File: src/hdl/sfcs_pkg.sv
// Shared codes, command bytes and result type for the SPI flash command sequencer.
package sfcs_pkg;

  localparam logic [2:0] OP_READ_ID    = 3'd0;
  localparam logic [2:0] OP_READ_DATA  = 3'd1;
  localparam logic [2:0] OP_ERASE      = 3'd2;
  localparam logic [2:0] OP_PAGE_WRITE = 3'd3;
  localparam logic [2:0] OP_WRITE_BYTE = 3'd4;
  localparam logic [2:0] OP_BUS_BYTE   = 3'd6;

  localparam logic [2:0] ACT_SHIFT    = 3'd0;
  localparam logic [2:0] ACT_SEL_LOW  = 3'd1;
  localparam logic [2:0] ACT_SEL_HIGH = 3'd2;
  localparam logic [2:0] ACT_DELIVER  = 3'd3;
  localparam logic [2:0] ACT_DONE     = 3'd4;
  localparam logic [2:0] ACT_NEED     = 3'd5;
  localparam logic [2:0] ACT_REJECT   = 3'd6;

  localparam logic [1:0] REQ_ID    = 2'd0;
  localparam logic [1:0] REQ_READ  = 2'd1;
  localparam logic [1:0] REQ_ERASE = 2'd2;
  localparam logic [1:0] REQ_WRITE = 2'd3;

  localparam logic [7:0] CMD_READ_ID   = 8'h90;
  localparam logic [7:0] CMD_READ      = 8'h03;
  localparam logic [7:0] CMD_ERASE     = 8'h20;
  localparam logic [7:0] CMD_PROGRAM   = 8'h02;
  localparam logic [7:0] CMD_STATUS    = 8'h05;
  localparam logic [7:0] CMD_WR_ENABLE = 8'h06;
  localparam logic [7:0] CMD_WR_DISABLE = 8'h04;
  localparam logic [7:0] DUMMY_READ    = 8'hFF;
  localparam logic [7:0] DUMMY_POLL    = 8'h00;
  localparam logic [7:0] ID_LENGTH     = 8'd2;

  typedef struct packed {
    logic       last;
    logic [7:0] rx_byte;
    logic [7:0] tx_byte;
    logic [2:0] action;
  } result_t;

endpackage

File: src/hdl/spi_flash_command_sequencer.sv
// Top level of the SPI flash command sequencer with its result queue.

// The sequencer takes one request per clock while at most one result is queued
// and reacts to it in the same cycle, writing one to three results into a
// four-entry result queue. The queue drains one result per clock while m_tready
// is high; a request is taken whenever at most one result is still queued.
// Single-result requests therefore flow at one per cycle while m_tready is high.
module spi_flash_command_sequencer
  import sfcs_pkg::*;
#(
  parameter int PAGE_LIMIT = 255
) (
  input  logic        clk,
  input  logic        rst,
  input  logic        s_tvalid,
  output logic        s_tready,
  input  logic [39:0] s_tdata,   // address[23:0], length[31:24], data_byte[39:32]
  input  logic [2:0]  s_tuser,   // operation[2:0]
  output logic        m_tvalid,
  input  logic        m_tready,
  output logic [15:0] m_tdata,   // tx_byte[7:0], rx_byte[15:8]
  output logic [2:0]  m_tuser,   // action[2:0]
  output logic        m_tlast
);

  localparam logic [8:0] PageLimitW = 9'(PAGE_LIMIT);

  typedef enum logic [3:0] {
    PH_IDLE, PH_WEN, PH_CMD, PH_A2, PH_A1, PH_A0, PH_RD,
    PH_WDATA, PH_WBYTE, PH_STCMD, PH_POLL, PH_WDIS
  } phase_t;

  phase_t      phase, phase_next;
  logic [1:0]  current_request, current_request_next;
  logic [23:0] flash_address, flash_address_next;
  logic [7:0]  bytes_left, bytes_left_next;

  result_t     queue [4];
  logic [1:0]  head, tail;
  logic [2:0]  count;

  logic [2:0]  operation;
  logic [23:0] address;
  logic [7:0]  length;
  logic [7:0]  data_byte;
  logic        accept, pop, ok;
  logic [1:0]  n;
  logic [7:0]  left_dec;
  result_t     res [3];

  assign operation = s_tuser;
  assign address   = s_tdata[23:0];
  assign length    = s_tdata[31:24];
  assign data_byte = s_tdata[39:32];

  assign s_tready = (count <= 3'd1);
  assign accept   = s_tvalid && s_tready;
  assign m_tvalid = (count != 3'd0);
  assign pop      = m_tvalid && m_tready;
  assign m_tdata  = {queue[head].rx_byte, queue[head].tx_byte};
  assign m_tuser  = queue[head].action;
  assign m_tlast  = queue[head].last;
  assign left_dec = bytes_left - 8'd1;

  always_comb begin
    phase_next           = phase;
    current_request_next = current_request;
    flash_address_next   = flash_address;
    bytes_left_next      = bytes_left;
    ok = 1'b1;
    n  = 2'd1;
    for (int i = 0; i < 3; i++) begin
      res[i] = '0;
    end
    unique case (phase)
      PH_IDLE: begin
        if (operation <= OP_PAGE_WRITE) begin
          current_request_next = operation[1:0];
          res[0].action = ACT_SEL_LOW;
          res[1].action = ACT_SHIFT;
          n = 2'd2;
          phase_next = PH_CMD;
          if (operation == OP_READ_ID) begin
            flash_address_next = '0;
            bytes_left_next    = ID_LENGTH;
            res[1].tx_byte     = CMD_READ_ID;
          end else if (operation == OP_READ_DATA) begin
            flash_address_next = address;
            bytes_left_next    = length;
            res[1].tx_byte     = CMD_READ;
          end else begin
            flash_address_next = address;
            if (operation == OP_ERASE) begin
              bytes_left_next = '0;
            end else if ({1'b0, length} > PageLimitW) begin
              bytes_left_next = PageLimitW[7:0];
            end else begin
              bytes_left_next = length;
            end
            res[1].tx_byte = CMD_WR_ENABLE;
            phase_next     = PH_WEN;
          end
        end else begin
          ok = 1'b0;
        end
      end
      PH_WDATA: begin
        if (operation == OP_WRITE_BYTE) begin
          res[0].action   = ACT_SHIFT;
          res[0].tx_byte  = data_byte;
          bytes_left_next = left_dec;
          phase_next      = PH_WBYTE;
        end else begin
          ok = 1'b0;
        end
      end
      default: begin
        if (operation != OP_BUS_BYTE) begin
          ok = 1'b0;
        end else begin
          unique case (phase)
            PH_WEN: begin
              res[0].action  = ACT_SEL_HIGH;
              res[1].action  = ACT_SEL_LOW;
              res[2].action  = ACT_SHIFT;
              res[2].tx_byte = (current_request == REQ_ERASE) ? CMD_ERASE : CMD_PROGRAM;
              n = 2'd3;
              phase_next = PH_CMD;
            end
            PH_CMD: begin
              res[0].tx_byte = flash_address[23:16];
              phase_next = PH_A2;
            end
            PH_A2: begin
              res[0].tx_byte = flash_address[15:8];
              phase_next = PH_A1;
            end
            PH_A1: begin
              res[0].tx_byte = flash_address[7:0];
              phase_next = PH_A0;
            end
            PH_A0, PH_WBYTE: begin
              if (current_request == REQ_ERASE ||
                  (current_request == REQ_WRITE && bytes_left == 8'd0)) begin
                res[0].action  = ACT_SEL_HIGH;
                res[1].action  = ACT_SEL_LOW;
                res[2].action  = ACT_SHIFT;
                res[2].tx_byte = CMD_STATUS;
                n = 2'd3;
                phase_next = PH_STCMD;
              end else if (current_request == REQ_WRITE) begin
                res[0].action = ACT_NEED;
                phase_next = PH_WDATA;
              end else if (bytes_left != 8'd0) begin
                res[0].tx_byte = DUMMY_READ;
                phase_next = PH_RD;
              end else begin
                res[0].action = ACT_SEL_HIGH;
                res[1].action = ACT_DONE;
                n = 2'd2;
                phase_next = PH_IDLE;
              end
            end
            PH_RD: begin
              res[0].action   = ACT_DELIVER;
              res[0].rx_byte  = data_byte;
              bytes_left_next = left_dec;
              n = 2'd2;
              if (left_dec != 8'd0) begin
                res[1].tx_byte = DUMMY_READ;
              end else begin
                res[1].action = ACT_SEL_HIGH;
                res[2].action = ACT_DONE;
                n = 2'd3;
                phase_next = PH_IDLE;
              end
            end
            PH_STCMD: begin
              res[0].tx_byte = DUMMY_POLL;
              phase_next = PH_POLL;
            end
            PH_POLL: begin
              if (data_byte[0]) begin
                res[0].tx_byte = DUMMY_POLL;
              end else begin
                res[0].action  = ACT_SEL_HIGH;
                res[1].action  = ACT_SEL_LOW;
                res[2].action  = ACT_SHIFT;
                res[2].tx_byte = CMD_WR_DISABLE;
                n = 2'd3;
                phase_next = PH_WDIS;
              end
            end
            PH_WDIS: begin
              res[0].action = ACT_SEL_HIGH;
              res[1].action = ACT_DONE;
              n = 2'd2;
              phase_next = PH_IDLE;
            end
            default: begin
              ok = 1'b0;
            end
          endcase
        end
      end
    endcase
    if (!ok) begin
      phase_next           = phase;
      current_request_next = current_request;
      flash_address_next   = flash_address;
      bytes_left_next      = bytes_left;
      n = 2'd1;
      res[0] = '0;
      res[0].action = ACT_REJECT;
    end
    res[n - 2'd1].last = 1'b1;
  end

  always_ff @(posedge clk) begin
    if (rst) begin
      phase           <= PH_IDLE;
      current_request <= '0;
      flash_address   <= '0;
      bytes_left      <= '0;
      head            <= '0;
      tail            <= '0;
      count           <= '0;
    end else begin
      if (accept) begin
        phase           <= phase_next;
        current_request <= current_request_next;
        flash_address   <= flash_address_next;
        bytes_left      <= bytes_left_next;
        tail            <= tail + n;
      end
      if (pop) begin
        head <= head + 2'd1;
      end
      count <= count + (accept ? {1'b0, n} : 3'd0) - {2'b00, pop};
    end
  end

  always_ff @(posedge clk) begin
    if (accept) begin
      for (int i = 0; i < 3; i++) begin
        if (2'(i) < n) begin
          queue[tail + 2'(i)] <= res[i];
        end
      end
    end
  end

  assert property (@(posedge clk) disable iff (rst) count <= 3'd4)
    else $error("Result queue count exceeds its depth.");

  assert property (@(posedge clk) disable iff (rst)
    accept && phase == PH_IDLE && operation <= OP_PAGE_WRITE |=> phase != PH_IDLE)
    else $error("A new request did not leave the idle phase.");

  assert property (@(posedge clk) disable iff (rst)
    m_tvalid && !m_tready |=> m_tvalid)
    else $error("A queued result vanished before it was taken.");

  assert property (@(posedge clk) disable iff (rst)
    accept && phase != PH_IDLE && operation != OP_BUS_BYTE && operation != OP_WRITE_BYTE
    |=> $stable(phase))
    else $error("A rejected request changed the phase.");

endmodule
File: config.mk
export PLATFORM = sky130hd
export DESIGN_NAME = spi_flash_command_sequencer
export DESIGN_NICKNAME = d
export VERILOG_FILES = /design/src/hdl/sfcs_pkg.sv /design/src/hdl/spi_flash_command_sequencer.sv
export SDC_FILE = /design/constraint.sdc
export NUM_CORES = 1
export LEC_CHECK = 0
export BUFFER_PORTS_ARGS = -buffer_cell sky130_fd_sc_hd__buf_2
export CAP_MARGIN = 25
export CORE_MARGIN = 3
export CORE_UTILIZATION = 50
export DETAILED_ROUTE_END_ITERATION = 10
export HOLD_SLACK_MARGIN = 0.02
export PLACE_DENSITY = 0.76
export SYNTH_ARGS = -nofsm -noshare
export SYNTH_HDL_FRONTEND = slang
export SYNTH_SLANG_ARGS = --single-unit
File: constraint.sdc
create_clock -name clk -period 5.25 [get_ports clk]
set_input_delay 1.05 -clock clk [delete_from_list [all_inputs] [get_ports clk]]
set_output_delay 1.05 -clock clk [all_outputs]
set_load 0.01 [all_outputs]
==> results.toml, run 1 <==
[sta]
timing.setup.tns_ps = 0
setup_viol = 0
post-route-period-util_pct = 75.77
slew_headroom_pct = 29.99
clock_skew_ps = 16.34
period_needed_ps = 3978
slew_violations = 0
fmax_mhz = 251.4
rsz0062_at_grt = "false"
hold_violations = 0
worstMarginPinSlew_ps = 1049

[clock_tree]
numClockSinks = 127
htree_levels = 4
ctsHoldBuffers = 0
post-cts-setup-buffer-count = 0
cts-root-buf = "clkbuf_16"
numCtsBuffers = 17
clockBufferDepth = 2
clk_latency_ps = 420
cts_tree = "yes"
cts_resized = 0
path_clk_slew_ps = 60

[routing]
drt_iter0_drc = 447
drt_pass1_iterations = 5
dr_total_vias = 5887
drt.antenna.violating_nets = 0
drc = 0
routed_via_density = 6.197
wl_per_cell_um = 19.37
drt-total-wl_mm = 18.40

[logic_synthesis]
synthSimpleGateAreaFrac_pct = 18.81
synth_common_cells = "nand2_1 (97), edfxtp_1 (80), nor2_1 (67)"
synth_compound_area_share_pct = 19.01
synthFlopType = "edfxtp_1"
synth_top_area_share_pct = 34.27
yosys.area_share.adder_pct = 1.357
synth_top_cells_by_area = "edfxtp_1 (34%), dfxtp_1 (13%), mux4_2 (6.4%)"
synth_most_common_cell = "nand2_1"
ys_seq_elements = 127
synth_top_area_cell = "edfxtp_1"
synth_top_family_by_area = "compound AO/OA/AOI/OAI gates"
avgSynthCellArea_sq_um = 9.886
synthCells = 709
synth-seq-area-share_pct = 47.70
synth-edff-count = 80
synthArstFlopShare_pct = 0
synthXorXnorAreaFrac_pct = 1.125
syn_nets = 763
yosysWarningCount = 0
yosysUniqueCellTypes = 78
synthesis.area_sq_um = 7009
synthMuxAreaShare_pct = 8.051

[placement]
gp_congestion = 0.9634
port_buffers = 68
dp_hpwl_mm = 13.01

[power]
swShare_pct = 34.22
power.leakage_uw = 0.002928
combinationalPowerShare_pct = 32.1
p_int_uw = 2387
peakVddDrop_uv = 210.8
power.share.sequential_pct = 36.1
power_density_nw_per_um2 = 450.9
netSwitchingPower_uw = 1241
power_frac_clock_pct = 31.8

[global_route]
first_global_vias = 5746
grt_pass1_wl_mm = 29.97
grt_antenna_before_repair = 0
grt_start_max_net_pins = 46
grt_usage_pct = 24.17
grt_overflow = 0

[critical_path]
crit_fanout = 18
end_kind = "flop"
path_cells = "inv_1 > ha_1 > or3b_1 > nor4_2 > nor2_1 > o31a_1 > a21oi_4 > inv_4 > nand2_1 > ha_1 > inv_1 > ha_1 > inv_1 > fa_1 > xnor2_1 > xnor2_1 > nor2_1"
max_stage_delay_ps = 470
critPathKind = "flop to flop"
worst_r2r_path_depth = 17
regToRegSetupSlack_ps = 1270
start_kind = "flop"
arrival_ps = 4240
cp.required_ps = 5510
cp_top_family = "adder cells"
cp.depth = 17
critPathBufInv = 4
cp_slowest_cell = "a21oi_4"

[layout]
final_util_pct = 59.80
layout-drive-gt1-share_pct = 21.71
synthToLayoutAreaGrowth_pct = 14.78
nNetsFinal = 815
antennaDiodeCount = 0
n_fill_cell = 1177

[die]
die_y_um = 124.4
floorplan.initialDensity_pct = 52.10
pin_count = 69
die_w_um = 124.4
core_sq_um = 13450
row_count = 42
dieArea_sq_um = 15480

[worst_hold_path]
whs_path_depth = 2
min_path_type = "flop to flop"

[status]
status = "finished clean"

[run]
cap_violations = 0
==> per-stage QoR <==
stage               hold WS (ps)  area (sq um)  power (uW)  setup slack, ps  std cells
finish                     454.2          8045        3628             1272        950
global route               468.7          8045        3815             1016        950
CTS                        453.2          8040        3646             1302        949
detailed placement         444.3          7453        2490             1254        917
global placement           441.2          7448        2452             1344        916
floorplan                  431.6          7009        2167            945.0        709
==> final timing paths <==
check,to,startpoint
worst max register to register,count[2]$_SDFF_PP0_,bytes_left[0]$_SDFFE_PP0P_
worst max-delay path,count[2]$_SDFF_PP0_,bytes_left[0]$_SDFFE_PP0P_
worst min register to register,flash_address[10]$_SDFFE_PP0P_,flash_address[10]$_SDFFE_PP0P_
worst min-delay path,flash_address[10]$_SDFFE_PP0P_,flash_address[10]$_SDFFE_PP0P_
==> power groups by stage <==
stage / registers (uW) / logic (uW) / clock network [uW]
finish: 1310 / 1170 / 1150
floorplan: 1280 / 883 / 0
global placement: 1320 / 1130 / 0
detailed placement: 1330 / 1160 / 0
CTS: 1310 / 1170 / 1170
global route: 1320 / 1280 / 1210
==> worst min-delay path, stage by stage (launching register included) <==
cell	delay (ps)
dfxtp_1	310
nand2_1	50
a21oi_1	50
==> routing by layer <==
metal / track usage, % / routed length, um / up-vias
met3: 5.532 / 1415 / 42
met5: 0 / 0 / -
met4: 8.769 / 404 / 0
li1: - / - / 2753
met2: 40.01 / 9086 / 283
met1: 31.16 / 7495 / 2809
==> registers in the layout, indices dropped and copies added (netlist names), named ones only <==
signal,count
bytes_left,8
phase,4
tail,2
flash_address,24
head,2
queue,80
count,3
current_request,2
==> layout make-up <==
| class | instances | area, sq um | area share [%] |
|---|---|---|---|
| clock buffers | 17 | 425.4 | 5.288 |
| clock inverters | 15 | 161.4 | 2.006 |
| inverters | 14 | 55.05 | 0.6843 |
| multi-input cells | 520 | 3407 | 42.35 |
| flip-flops and latches | 127 | 3343 | 41.56 |
| well taps | 176 | 220.2 | 2.737 |
| repair buffers | 81 | 432.9 | 5.381 |
==> logic make-up after synthesis <==
group,count (synthesis)
compound gates,205
xor+xnor,9
fa+ha+maj,7
buf+inv,62
flops,127
mux,31
simple gates,268
==> cell usage in the layout (no fill, tap or decap), drive strengths merged, types with 8 or more instances in the layout <==
cell type,count
a22oi,9
buf,80
inv,17
dfxtp,47
a211oi,12
a21oi,66
mux4,20
xnor2,8
nor2,69
nor3,10
clkbuf,18
o211ai,12
edfxtp,80
mux2i,8
nand3,37
o21ai,55
nand2,98
Power figures use the tool's default switching activity.
==> run 2: changes to the inputs <==
==> constraint.sdc (replaced) <==
create_clock -name clk -period 3.87 [get_ports clk]
set_input_delay 0.774 -clock clk [delete_from_list [all_inputs] [get_ports clk]]
set_output_delay 0.774 -clock clk [all_outputs]
set_load 0.01 [all_outputs]
==> results.toml, run 2 (synthesized netlist as in run 1, its figures left out) <==
[status]
status = "finished clean"

[sta]
finalWorstSetupSlack_ps = 293.1
setup_viol = 0
fmax_mhz = 279.6
slew_violations = 0
rsz0062_at_grt = "false"
hold_violations = 0
post-route-period-util_pct = 92.43
slew_headroom_pct = 31.01
clock_skew_ps = 7.238
worstMarginPinSlew_ps = 1033
hold_slack_ps = 448.5
period_needed_ps = 3577

[clock_tree]
clk_latency_ps = 430
cts_resized = 0
clockBufferDepth = 2
cts_tree = "yes"
numClockSinks = 127
numCtsBuffers = 17
ctsHoldBuffers = 0
path_clk_slew_ps = 60
htree_levels = 4
cts-root-buf = "clkbuf_16"
post-cts-setup-buffer-count = 0

[critical_path]
end_kind = "flop"
cp.required_ps = 4150
max_stage_delay_ps = 400
cp_slowest_cell = "or3b_1"
path_cells = "inv_1 > ha_1 > or3b_1 > nor4_2 > nor2_1 > o31a_1 > a21oi_4 > inv_4 > nand2_1 > ha_1 > inv_1 > ha_1 > inv_1 > fa_1 > xnor2_1 > xnor2_1 > nor2_1"
start_kind = "flop"
critPathKind = "flop to flop"
worstSetupStartpoint = "bytes_left[0]$_SDFFE_PP0P_"
critPathBufInv = 4
crit_fanout = 10
reg2reg_from = "bytes_left[0]$_SDFFE_PP0P_"
cp_top_family = "adder cells"
arrival_ps = 3850

[layout]
layout_top_registers = "queue x80, flash_address x24, bytes_left x8"
layout_commonest_cell = "nand2_1"
layout-drive-gt1-share_pct = 22.38
final_area_sq_um = 8095
largest_register_ffs = 80
register_area_sq_um = 3343
synthToLayoutAreaGrowth_pct = 15.49
multi_input_area_sq_um = 3410
finalNonFillerCells = 958
nNetsFinal = 823
final_cell_mix = "nand2_1 (97), edfxtp_1 (80), buf_2 (68)"
top_register = "queue"
antennaDiodeCount = 0
n_fill_cell = 1154

[die]
dieArea_sq_um = 15480
core_sq_um = 13450
die_y_um = 124.4
floorplan.initialDensity_pct = 52.10
die_w_um = 124.4
row_count = 42
pin_count = 69

[global_route]
grt_antenna_before_repair = 0
first_global_vias = 5963
grt_overflow = 0
grt_usage_pct = 24.84
grt_start_max_net_pins = 46
grt_pass1_wl_mm = 30.77

[placement]
place_area_sq_um = 7523
port_buffers = 68
post-place-ws_ps = 251.1
gp_congestion = 0.9601
placed_cells = 926
dp_hpwl_mm = 13.38

[power]
power_density_nw_per_um2 = 609.5
peakVddDrop_uv = 323.4
power.leakage_uw = 0.002963

[worst_hold_path]
hold_path_startpoint = "flash_address[10]$_SDFFE_PP0P_"
min_path_type = "flop to flop"

[run]
cap_violations = 0

[routing]
drt_pass1_iterations = 6
dr_total_vias = 5984
drt.antenna.violating_nets = 0
routed_via_density = 6.246
wl_per_cell_um = 19.91
drt_iter0_drc = 529
drt-total-wl_mm = 19.07
drc = 0
-- run 2: changes by cell type in the layout (fill, tap and decap cells not counted), sizes merged --
cell	delta
buf	+9
inv	-1
-- run 2: area by class of cell --
type / instances / share of cell area [%]
sequential: 127 / 41.30
clock inverter: 14 / 1.731
tap: 176 / 2.720
timing repair buffer: 89 / 6.151
multi-input combinational: 520 / 42.12
clock buffer: 18 / 5.301
inverter: 14 / 0.6801
-- run 2: worst paths after layout --
check	to	cells past startpoint	slack, ps
worst max-delay path	count[2]$_SDFF_PP0_	17	290
worst min-delay path	flash_address[10]$_SDFFE_PP0P_	2	450
worst max register to register	count[2]$_SDFF_PP0_	17	290
worst min register to register	flash_address[10]$_SDFFE_PP0P_	2	450
-- run 2: per-layer routing --
layer  vias to the layer above  track usage [%]  wire length, um
met5                         -                0                0
met4                         0            9.478              548
met3                        54            6.346             1480
met2                       295            40.81             9141
met1                      2870            31.65             7901
li1                       2765                -                -
-- run 2: power by group --
group	internal [uW]	total [uW]	switching, uW
Clock	942	1540	596
Sequential	1650	1770	123
Combinational	653	1620	969
Total	3250	4930	1690
-- run 2: through the flow --
step	utilization (%)	total power (uW)	setup TNS [ps]
global placement	55.92	3363	0
CTS	60.16	4933	0
floorplan	-	2940	-6360
global route	60.17	5169	0
finish	60.17	4934	0
detailed placement	55.92	3408	0
-- run 2: worst min-delay path: stages (launching register included) --
cell and delay [ps]:
dfxtp_1 300, nand2_1 50, a21oi_1 50
